$ cat src/rtl/lbf_pkg.sv
// Shared types and constants for the LED breathing fade controller.
// Used by lbf_cfg_regs, lbf_step and led_breathing_fade_controller; no dependencies.
package lbf_pkg;

	localparam int unsigned LevelW = 8;
	localparam int unsigned CfgIdxW = 3;
	localparam int unsigned CfgDataW = 8;

	localparam logic [LevelW-1:0] LevelTop = 8'hFF;

	// Configuration register indexes
	localparam logic [CfgIdxW-1:0] RegEnabled = 3'd0;
	localparam logic [CfgIdxW-1:0] RegBrightMax = 3'd1;
	localparam logic [CfgIdxW-1:0] RegBrightMin = 3'd2;
	localparam logic [CfgIdxW-1:0] RegRampStep = 3'd3;
	localparam logic [CfgIdxW-1:0] RegHoldHigh = 3'd4;
	localparam logic [CfgIdxW-1:0] RegHoldLow = 3'd5;

	// Configuration reset values
	localparam logic [LevelW-1:0] BrightMaxRst = 8'd255;
	localparam logic [LevelW-1:0] BrightMinRst = 8'd0;
	localparam logic [LevelW-1:0] RampStepRst = 8'd1;
	localparam logic [LevelW-1:0] HoldHighRst = 8'd255;
	localparam logic [LevelW-1:0] HoldLowRst = 8'd8;

	typedef enum logic [2:0] {
		PH_OFF       = 3'd0,
		PH_UP        = 3'd1,
		PH_HOLD_HIGH = 3'd2,
		PH_DOWN      = 3'd3,
		PH_HOLD_LOW  = 3'd4
	} phase_t;

	typedef struct packed {
		logic              enabled;
		logic [LevelW-1:0] bright_max;
		logic [LevelW-1:0] bright_min;
		logic [LevelW-1:0] ramp_step;
		logic [LevelW-1:0] hold_high_ticks;
		logic [LevelW-1:0] hold_low_ticks;
	} cfg_t;

	typedef struct packed {
		phase_t            phase;
		logic [LevelW-1:0] level;
		logic [LevelW-1:0] tick_count;
		logic              night_seen;
	} state_t;

	typedef struct packed {
		logic [LevelW-1:0] brightness;
		logic              write_brightness;
		logic              new_color;
		phase_t            phase;
	} result_t;

endpackage

$ cat src/rtl/lbf_cfg_regs.sv
// Configuration register file of the LED breathing fade controller.
// Depends on lbf_pkg for register indexes, reset values and cfg_t.
module lbf_cfg_regs (
	input  logic                           clk,
	input  logic                           arst_n,
	input  logic                           wr_en,
	input  logic [lbf_pkg::CfgIdxW-1:0]    wr_index,
	input  logic [lbf_pkg::CfgDataW-1:0]   wr_data,
	output lbf_pkg::cfg_t                  cfg
);

	lbf_pkg::cfg_t cfg_q;

	// Write one register per transaction; ignore unknown indexes
	always_ff @(posedge clk or negedge arst_n) begin
		if (!arst_n) begin
			cfg_q.enabled         <= 1'b0;
			cfg_q.bright_max      <= lbf_pkg::BrightMaxRst;
			cfg_q.bright_min      <= lbf_pkg::BrightMinRst;
			cfg_q.ramp_step       <= lbf_pkg::RampStepRst;
			cfg_q.hold_high_ticks <= lbf_pkg::HoldHighRst;
			cfg_q.hold_low_ticks  <= lbf_pkg::HoldLowRst;
		end else if (wr_en) begin
			unique case (wr_index)
				lbf_pkg::RegEnabled:   cfg_q.enabled         <= wr_data[0];
				lbf_pkg::RegBrightMax: cfg_q.bright_max      <= wr_data;
				lbf_pkg::RegBrightMin: cfg_q.bright_min      <= wr_data;
				lbf_pkg::RegRampStep:  cfg_q.ramp_step       <= wr_data;
				lbf_pkg::RegHoldHigh:  cfg_q.hold_high_ticks <= wr_data;
				lbf_pkg::RegHoldLow:   cfg_q.hold_low_ticks  <= wr_data;
				default: ;
			endcase
		end
	end

	assign cfg = cfg_q;

endmodule

$ cat src/rtl/lbf_step.sv
// Next-state and result logic for one tick of the breathing fade.
// Purely combinational; depends on lbf_pkg for cfg_t, state_t and result_t.
module lbf_step (
	input  lbf_pkg::cfg_t   cfg,
	input  lbf_pkg::state_t cur,
	input  logic            night,
	output lbf_pkg::state_t nxt,
	output lbf_pkg::result_t res
);

	logic [lbf_pkg::LevelW-1:0] lvl;
	logic [lbf_pkg::LevelW-1:0] tc;
	logic [lbf_pkg::LevelW:0]   up_sum;
	lbf_pkg::phase_t            ph;
	logic                       wr;
	logic                       nc;

	always_comb begin
		lvl    = cur.level;
		tc     = cur.tick_count;
		ph     = cur.phase;
		wr     = 1'b0;
		nc     = 1'b0;
		nxt    = cur;
		up_sum = '0;

		if (cfg.enabled) begin
			// Track night level; a night-to-day edge darkens the LED
			if (cur.night_seen != night) begin
				nxt.night_seen = night;
				if (!night) begin
					ph  = lbf_pkg::PH_OFF;
					lvl = '0;
					wr  = 1'b1;
				end
			end

			tc = tc + 1'b1;

			// Clamp to max first, then min (min wins when min > max)
			if (lvl > cfg.bright_max) lvl = cfg.bright_max;
			if (lvl < cfg.bright_min) lvl = cfg.bright_min;

			// Start a new fade cycle
			if (ph == lbf_pkg::PH_OFF && night) begin
				tc = '0;
				ph = lbf_pkg::PH_UP;
				nc = 1'b1;
			end

			// Ramp up, saturating at full scale
			if (ph == lbf_pkg::PH_UP) begin
				up_sum = {1'b0, lvl} + {1'b0, cfg.ramp_step};
				lvl    = up_sum[lbf_pkg::LevelW] ? lbf_pkg::LevelTop
					: up_sum[lbf_pkg::LevelW-1:0];
				wr     = 1'b1;
				if (lvl >= cfg.bright_max) begin
					ph = lbf_pkg::PH_HOLD_HIGH;
					tc = '0;
				end
			end

			if (ph == lbf_pkg::PH_HOLD_HIGH && tc >= cfg.hold_high_ticks)
				ph = lbf_pkg::PH_DOWN;

			// Ramp down, saturating at zero
			if (ph == lbf_pkg::PH_DOWN) begin
				lvl = (cfg.ramp_step <= lvl) ? lvl - cfg.ramp_step : '0;
				wr  = 1'b1;
				if (lvl <= cfg.bright_min) begin
					ph = lbf_pkg::PH_HOLD_LOW;
					tc = '0;
				end
			end

			if (ph == lbf_pkg::PH_HOLD_LOW && tc >= cfg.hold_low_ticks)
				ph = lbf_pkg::PH_OFF;

			nxt.phase      = ph;
			nxt.level      = lvl;
			nxt.tick_count = tc;
		end

		res.brightness       = lvl;
		res.write_brightness = wr;
		res.new_color        = nc;
		res.phase            = ph;
	end

endmodule

$ cat src/rtl/led_breathing_fade_controller.sv
// Top level of the LED breathing fade controller: input register, fade state, result register.
// Depends on lbf_pkg, lbf_cfg_regs and lbf_step.
//
//   channel  | handshake            | payload
//   ---------+----------------------+-------------------------------------------------
//   in       | in_valid / in_stall  | is_night
//   out      | out_valid / out_stall| brightness, write_brightness, new_color, phase
//   cfg      | cfg_valid / cfg_ready| cfg_index, cfg_data
//
// One tick per clock unless out_stall holds a full result register: a tick is captured in
// the input register, evaluated against the fade state in one pass of lbf_step, and lands
// in the result register when that register is free.
// The input register keeps accepting while a result waits; in_stall rises only when both
// the input register and a stalled result register are full.
// Reset clears the fade state and both valid flags and loads the configuration reset values.
module led_breathing_fade_controller (
	input  logic                          clk,
	input  logic                          arst_n,
	input  logic                          in_valid,
	output logic                          in_stall,
	input  logic                          is_night,
	output logic                          out_valid,
	input  logic                          out_stall,
	output logic [lbf_pkg::LevelW-1:0]    brightness,
	output logic                          write_brightness,
	output logic                          new_color,
	output logic [2:0]                    phase,
	input  logic                          cfg_valid,
	output logic                          cfg_ready,
	input  logic [lbf_pkg::CfgIdxW-1:0]   cfg_index,
	input  logic [lbf_pkg::CfgDataW-1:0]  cfg_data
);

	lbf_pkg::cfg_t    cfg;
	lbf_pkg::state_t  state_q;
	lbf_pkg::state_t  state_nxt;
	lbf_pkg::result_t res;
	lbf_pkg::result_t res_q;
	logic             valid_s1;
	logic             night_s1;
	logic             out_valid_q;
	logic             out_free;
	logic             fire;
	logic             in_take;

	assign cfg_ready = 1'b1;

	lbf_cfg_regs u_cfg (
		.clk      (clk),
		.arst_n   (arst_n),
		.wr_en    (cfg_valid & cfg_ready),
		.wr_index (cfg_index),
		.wr_data  (cfg_data),
		.cfg      (cfg)
	);

	lbf_step u_step (
		.cfg   (cfg),
		.cur   (state_q),
		.night (night_s1),
		.nxt   (state_nxt),
		.res   (res)
	);

	// Handshake control
	assign out_free = !out_valid_q || !out_stall;
	assign fire     = valid_s1 && out_free;
	assign in_stall = valid_s1 && !out_free;
	assign in_take  = in_valid && !in_stall;

	// Input register
	always_ff @(posedge clk or negedge arst_n) begin
		if (!arst_n) begin
			valid_s1 <= 1'b0;
		end else if (in_take) begin
			valid_s1 <= 1'b1;
		end else if (fire) begin
			valid_s1 <= 1'b0;
		end
	end

	always_ff @(posedge clk) begin
		if (in_take) night_s1 <= is_night;
	end

	// Fade state: advance once per evaluated tick
	always_ff @(posedge clk or negedge arst_n) begin
		if (!arst_n) begin
			state_q.phase      <= lbf_pkg::PH_OFF;
			state_q.level      <= '0;
			state_q.tick_count <= '0;
			state_q.night_seen <= 1'b0;
		end else if (fire) begin
			state_q <= state_nxt;
		end
	end

	// Result register
	always_ff @(posedge clk or negedge arst_n) begin
		if (!arst_n) begin
			out_valid_q <= 1'b0;
		end else if (out_free) begin
			out_valid_q <= valid_s1;
		end
	end

	always_ff @(posedge clk) begin
		if (fire) res_q <= res;
	end

	assign out_valid        = out_valid_q;
	assign brightness       = res_q.brightness;
	assign write_brightness = res_q.write_brightness;
	assign new_color        = res_q.new_color;
	assign phase            = res_q.phase;

`ifndef SYNTHESIS
	// A new fade cycle always ramps, so it always writes the brightness
	a_newcolor_writes: assert property (@(posedge clk) disable iff (!arst_n)
		out_valid_q && res_q.new_color |-> res_q.write_brightness)
		else $error("new_color without write_brightness");

	// Back-pressure only when both stages are occupied and the output is stalled
	a_stall_cause: assert property (@(posedge clk) disable iff (!arst_n)
		in_stall |-> valid_s1 && out_valid_q && out_stall)
		else $error("input stalled without a full pipeline");

	// A disabled tick leaves the fade state untouched
	a_disabled_hold: assert property (@(posedge clk) disable iff (!arst_n)
		fire && !cfg.enabled |=> $stable(state_q))
		else $error("fade state changed while disabled");
`endif

endmodule
$ cat config.mk
export PLATFORM = sky130hd
export DESIGN_NAME = led_breathing_fade_controller
export DESIGN_NICKNAME = d
export VERILOG_FILES = /design/src/rtl/lbf_pkg.sv /design/src/rtl/lbf_cfg_regs.sv /design/src/rtl/lbf_step.sv /design/src/rtl/led_breathing_fade_controller.sv
export SDC_FILE = /design/constraint.sdc
export NUM_CORES = 1
export LEC_CHECK = 0
export ABC_AREA = 0
export BUFFER_PORTS_ARGS = -buffer_cell sky130_fd_sc_hd__buf_2
export CORE_MARGIN = 2
export CORE_UTILIZATION = 60
export CTS_CLUSTER_SIZE = 20
export DETAILED_ROUTE_END_ITERATION = 16
export PLACE_DENSITY = 0.85
export SKIP_LAST_GASP = 1
export SLEW_MARGIN = 10
export SYNTH_ARGS = -nofsm -noshare
export SYNTH_HDL_FRONTEND = slang
export SYNTH_SLANG_ARGS = --single-unit
export TNS_END_PERCENT = 100
$ cat constraint.sdc
create_clock -name clk -period 18.2 [get_ports clk]
set_input_delay 4.55 -clock clk [delete_from_list [all_inputs] [get_ports clk]]
set_output_delay 4.55 -clock clk [all_outputs]
set_load 0.1 [all_outputs]
==> flow_summary.ini, run 1 <==
[run_status]
outcome = finished, final reports clean

[layout]
area_growth_pct = 8.65
num_antenna_cells = 0
instances_no_fill = 797
nNetsFinal = 747
drive_gt1_share_pct = 17.5
utilization_pct = 67.2

[clock_tree]
clockRootBuffer = clkbuf_8
clock_path_buffers = 2
cts-htree-levels = 3
postCtsHoldBufs = 0
cts_buffers = 9
clkTransAtPathRegs_ps = 90
cts_sinks = 77
cts_tree = done
cts_setup_buffers = 0
cts_resized = 0
clock_latency_ps = 350

[placed_design]
place_congestion = 1.04
place_inst = 781
port_buffers = 31
hpwl_um = 11700

[worst_setup_path]
critPathKind = reg -> reg
critical_path_arrival_ps = 11800
rr_worst_depth = 48
worst_path_most_repeated_cell = ha_1
cp-end-kind = flop
cp_max_fo = 20
crit_required_ps = 18310
critPathSlowestCell = a21oi_2
cp-start-kind = flop
cpPeakStageDelay_ps = 780

[global_route]
antenna_found_initial = 0
grt_pass1_vias = 4595
grt_max_degree = 64
grt_pass1_wl_um = 23500
track_usage_pct = 29.7
grt-ovfl-total = 0

[logic_synthesis]
yosysSeqAreaShare_pct = 35.3
syn_inst = 633
syn-num-nets = 717
ys.flop_type = dfrtp_1
syn-cell-area_sq_um = 5720
synth_seq_cells = 77
yosysWarnings = 0
syn_avg_cell_area_sq_um = 9.03
synth_edf_count = 14
synthArstFlopShare_pct = 81.8
synth_cell_types = 64

[min_path]
hold_class = reg -> reg
hold_depth = 1

[route]
routed_wl_um = 14800
ant_nets = 0
via_count = 4887
drc_errors = 0
viasPerCell = 6.13
first_pass_iters = 7
wl_per_cell_um = 18.6
drt-initial-drc-count = 331

[timing]
rsz0062_at_grt = no
skew_ps = 12.1
setup_viol = 0
fin_crit_ps = 11690
drv_slew = 0
tightest_slew_ps = 958
fin_tns_setup_ps = 0
max_slew_margin_pct = 36.1
fin_crit_sh_pct = 64.3
hold_viol = 0
max_freq_mhz = 85.5

[flow_run]
drv_cap = 0

[floorplan]
die_y_um = 102
row_count = 35
dieWidth_um = 102
ios = 33
start_util_pct = 61.9
core-area_sq_um = 9240
die_area_sq_um = 10300
==> per-layer routing <==
layer | global-route usage (%) | share of wire (%) | wire, um
met1 | 41.9 | 44 | 6590
met2 | 45.6 | 45 | 6600
met3 | 6.83 | 8.4 | 1240
met4 | 9.36 | 2.6 | 386
met5 | 0 | 0 | 0
==> stage by stage <==
stage	setup slack [ps]	hold WS, ps	area [sq um]
final	6510	513	6210
after global routing	5460	525	6210
after CTS	6780	514	6210
after detailed placement	6830	496	5980
after global placement	7170	472	5980
after floorplan	8360	463	5720
==> worst paths after layout <==
path / endpoint / start / slack, ps
worst max-delay path: phase[2] / night_s1 / 6510
worst max register to register: phase[2] / night_s1 / 6510
worst min-delay path: out_valid / valid_s1 / 510
worst min register to register: out_valid / valid_s1 / 510
min in group asynchronous: out_valid / arst_n / 4350
max in group asynchronous: u_cfg.cfg[20] / arst_n / 13320
==> cell families (layout without fill, tap and decap cells) <==
family / Yosys count / in the layout / share of synthesized area (%)
AOI/OAI and AO/OA: 156 / 156 / 17.4
xor gates and xnor gates: 11 / 11 / 1.69
adders and majority gates: 67 / 67 / 14.9
buffers and inverters: 71 / 106 / 5.10
DFF: 77 / 77 / 35.3
muxes: 34 / 34 / 6.63
other: 1 / 1 / 0.0656
and+or+nand+nor: 216 / 216 / 18.8
==> final cells by class <==
class	instances	area, sq um
Sequential cell	77	2020
Inverter	54	203
Tap cell	129	161
Clock inverter	4	51.3
Fill cell	730	3030
Multi-Input combinational cell	485	3400
Timing Repair Buffer	36	193
Clock buffer	12	178
==> cells in the mapped netlist, drive strengths merged, types with 4 or more instances <==
cell | n | area [sq um]
and3 | 8 | 50.1
nand2 | 53 | 199
o21a | 6 | 45.0
ha | 65 | 813
o211ai | 6 | 45.0
dfrtp | 45 | 1130
nor2 | 53 | 199
or2 | 4 | 25.0
xor2 | 8 | 70.1
nor3 | 14 | 70.1
inv | 53 | 199
a31oi | 11 | 68.8
buf | 6 | 47.5
a211oi | 12 | 90.1
a21oi | 28 | 148
a21o | 8 | 60.1
nand3 | 24 | 125
edfxtp | 14 | 420
nand4 | 6 | 37.5
nand2b | 11 | 68.8
mux2 | 31 | 349
o21ai | 57 | 285
nor2b | 9 | 56.3
and2 | 22 | 155
dfstp | 18 | 473
clkbuf | 11 | 41.3
==> state kept, by name, summed over array words and instances, names as in the netlist <==
name,cells
valid_s1,1
phase,3
out_valid,1
state_q,20
write_brightness,1
brightness,8
night_s1,1
new_color,1
u_cfg.cfg,41
==> layout by cell type (no fill, tap or decap), types with 23 or more instances in the layout <==
cell | netlist | layout
dfrtp_1 | 45 | 45
nor2_1 | 53 | 53
a21oi_1 | 26 | 26
nand2_1 | 53 | 53
mux2_2 | 31 | 31
o21ai_0 | 56 | 56
ha_1 | 65 | 65
inv_1 | 53 | 53
buf_2 | 2 | 31
nand3_1 | 23 | 23
==> worst max-delay path: cells and delay by family (launching register included) <==
kind	cells	cell delay, ps
fa+ha+maj	8	2360
simple gates	17	3680
buf+inv	2	190
flops	1	440
compound gates	21	4800
Power of run 1 is left out: the tool's default activity adds up to more than one toggle a clock period on the data nets, which glitch-free logic cannot reach.
==> inputs of run 2 (changes only) <==
- ABC_AREA: 0 -> 1
- clock period: 18.2 -> 11.77 ns (I/O delays scaled with it)
==> flow_summary.ini, run 2 <==
[layout]
mostFrequentLayoutCells = nand2_1 (217), inv_1 (130), ha_1 (65)
n_fill_cell = 783
drive_gt1_share_pct = 9.89
largest_register_ffs = 41
nNetsFinal = 878
area_growth_pct = 8.03
top_register = u_cfg.cfg
regArea_sq_um = 2020
multi_input_comb_area_sq_um = 3020
num_antenna_cells = 0
final_common_cell = nand2_1

[logic_synthesis]
post-synth-top-count-cell = nand2_1
syn_inst = 764
syn-cell-area_sq_um = 5590
syn-num-nets = 848
synthXorXnorAreaFrac_pct = 1.25
synth_simple_gate_area_share_pct = 26.4
yosysWarnings = 0
yosys.area.top_type_share_pct = 20.1
synth_compound_area_share_pct = 10.9
synthTopCellsByArea = dfrtp_1 (20%), nand2_1 (15%), ha_1 (15%)
synth_common_cells = nand2_1 (217), inv_1 (130), ha_1 (65)
ys.flop_type = dfrtp_1
yosys.area_share.adder_pct = 15.3
yosysSeqAreaShare_pct = 36.1
yosysTopAreaCell = dfrtp_1
yosys-mux-area-fraction_pct = 0
synth_top_family_by_area = simple AND/OR/NAND/NOR gates
syn_avg_cell_area_sq_um = 7.32
synth_seq_cells = 77
synth_cell_types = 37
synthArstFlopShare_pct = 81.8
synth_edf_count = 14

[global_route]
track_usage_pct = 29.1
grt_max_degree = 64
grt_pass1_wl_um = 22900
antenna_found_initial = 0
grt_pass1_vias = 4806
grt-ovfl-total = 0

[clock_tree]
cts-htree-levels = 3
clkTransAtPathRegs_ps = 90
cts_buffers = 9
cts_setup_buffers = 0
clockRootBuffer = clkbuf_8
clock_latency_ps = 360
postCtsHoldBufs = 0
clock_path_buffers = 2
cts_tree = done
cts_resized = 0
cts_sinks = 77

[timing]
hold_viol = 0
fin_crit_sh_pct = 91.4
setup_viol = 0
max_freq_mhz = 93.0
fin_tns_setup_ps = 0
max_slew_margin_pct = 39.1
rsz0062_at_grt = no
fin_crit_ps = 10760
tightest_slew_ps = 908
drv_slew = 0
skew_ps = 7.62

[placed_design]
hpwl_um = 10900
place_congestion = 1.03
port_buffers = 31

[floorplan]
start_util_pct = 61.1
dieWidth_um = 101
row_count = 35
ios = 33
die_area_sq_um = 10100
die_y_um = 101
core-area_sq_um = 9150

[route]
viasPerCell = 5.48
first_pass_iters = 5
ant_nets = 0
drt-initial-drc-count = 353
routed_wl_um = 13700
wl_per_cell_um = 15.0
via_count = 4984
drc_errors = 0

[worst_setup_path]
cp-start-kind = flop
crit_required_ps = 12010
cpPeakStageDelay_ps = 710
critPathKind = reg -> reg
critical_path_arrival_ps = 11000
critPathSlowestCell = a211oi_1
r2r_slack_ps = 1010
rr_worst_depth = 63
cp_max_fo = 15
worst_path_most_repeated_cell = nand2_1
cp-end-kind = flop

[run_status]
outcome = finished, final reports clean

[min_path]
hold_class = reg -> reg
hold_depth = 2

[flow_run]
drv_cap = 0
[run 2: changes by cell type after synthesis, moves of 9 or more]
cell,change
nand2_1,+164
nor2b_1,-9
nor2_1,-10
mux2_2,-31
inv_1,+77
nor3_1,-9
a31oi_1,-10
a211oi_1,-9
nand3_1,+39
nand2b_1,-11
[run 2: logic make-up after synthesis]
family	Yosys count
xor+xnor	8
buf+inv	147
flops	77
simple gates	352
other cells	1
compound gates	112
fa+ha+maj	67
[run 2: layout make-up]
| cell class | instances | share of cell area (%) |
|---|---|---|
| clock buffer | 9 | 2.05 |
| inverter | 133 | 8.27 |
| tap | 111 | 2.30 |
| clock inverter | 7 | 1.20 |
| timing repair buffer | 33 | 2.82 |
| sequential | 77 | 33.4 |
| multi-input combinational | 540 | 49.9 |
[run 2: critical path, delay by kind of cell (launching register included)]
family	cells	cell delay (ps)
DFF	1	440
AOI/OAI and AO/OA	16	3210
buffers and inverters	7	630
adders and majority gates	9	2470
and+or+nand+nor	31	3850
[run 2: worst paths after layout]
kind / from / endpoint
worst min-delay path: valid_s1 / out_valid
min in group asynchronous: arst_n / state_q[18]
worst max register to register: night_s1 / phase[2]
worst min register to register: valid_s1 / out_valid
max in group asynchronous: arst_n / u_cfg.cfg[20]
worst max-delay path: night_s1 / phase[2]
[run 2: through the flow]
stage / worst slack, ps / cell area (sq um) / utilization, % / instances / hold WS [ps]
2_1_floorplan: 2690 / 5590 / - / 764 / 433
3_3_place_gp: 1430 / 5840 / 63.8 / 894 / 438
3_5_place_dp: 1210 / 5840 / 63.8 / 894 / 459
4_1_cts: 1160 / 6040 / 66.0 / 910 / 479
5_1_grt: 45.9 / 6040 / 66.0 / 910 / 497
6_report: 1010 / 6040 / 66.0 / 910 / 483
[run 2: routing by layer]
metal | global-route usage, % | up-vias | routed length (um)
met2 | 44.7 | 141 | 6030
met5 | 0 | - | 0
met3 | 4.09 | 30 | 741
li1 | - | 2507 | -
met1 | 41.3 | 2306 | 6500
met4 | 12.3 | 0 | 398
Power of run 2 is left out for the same reason.
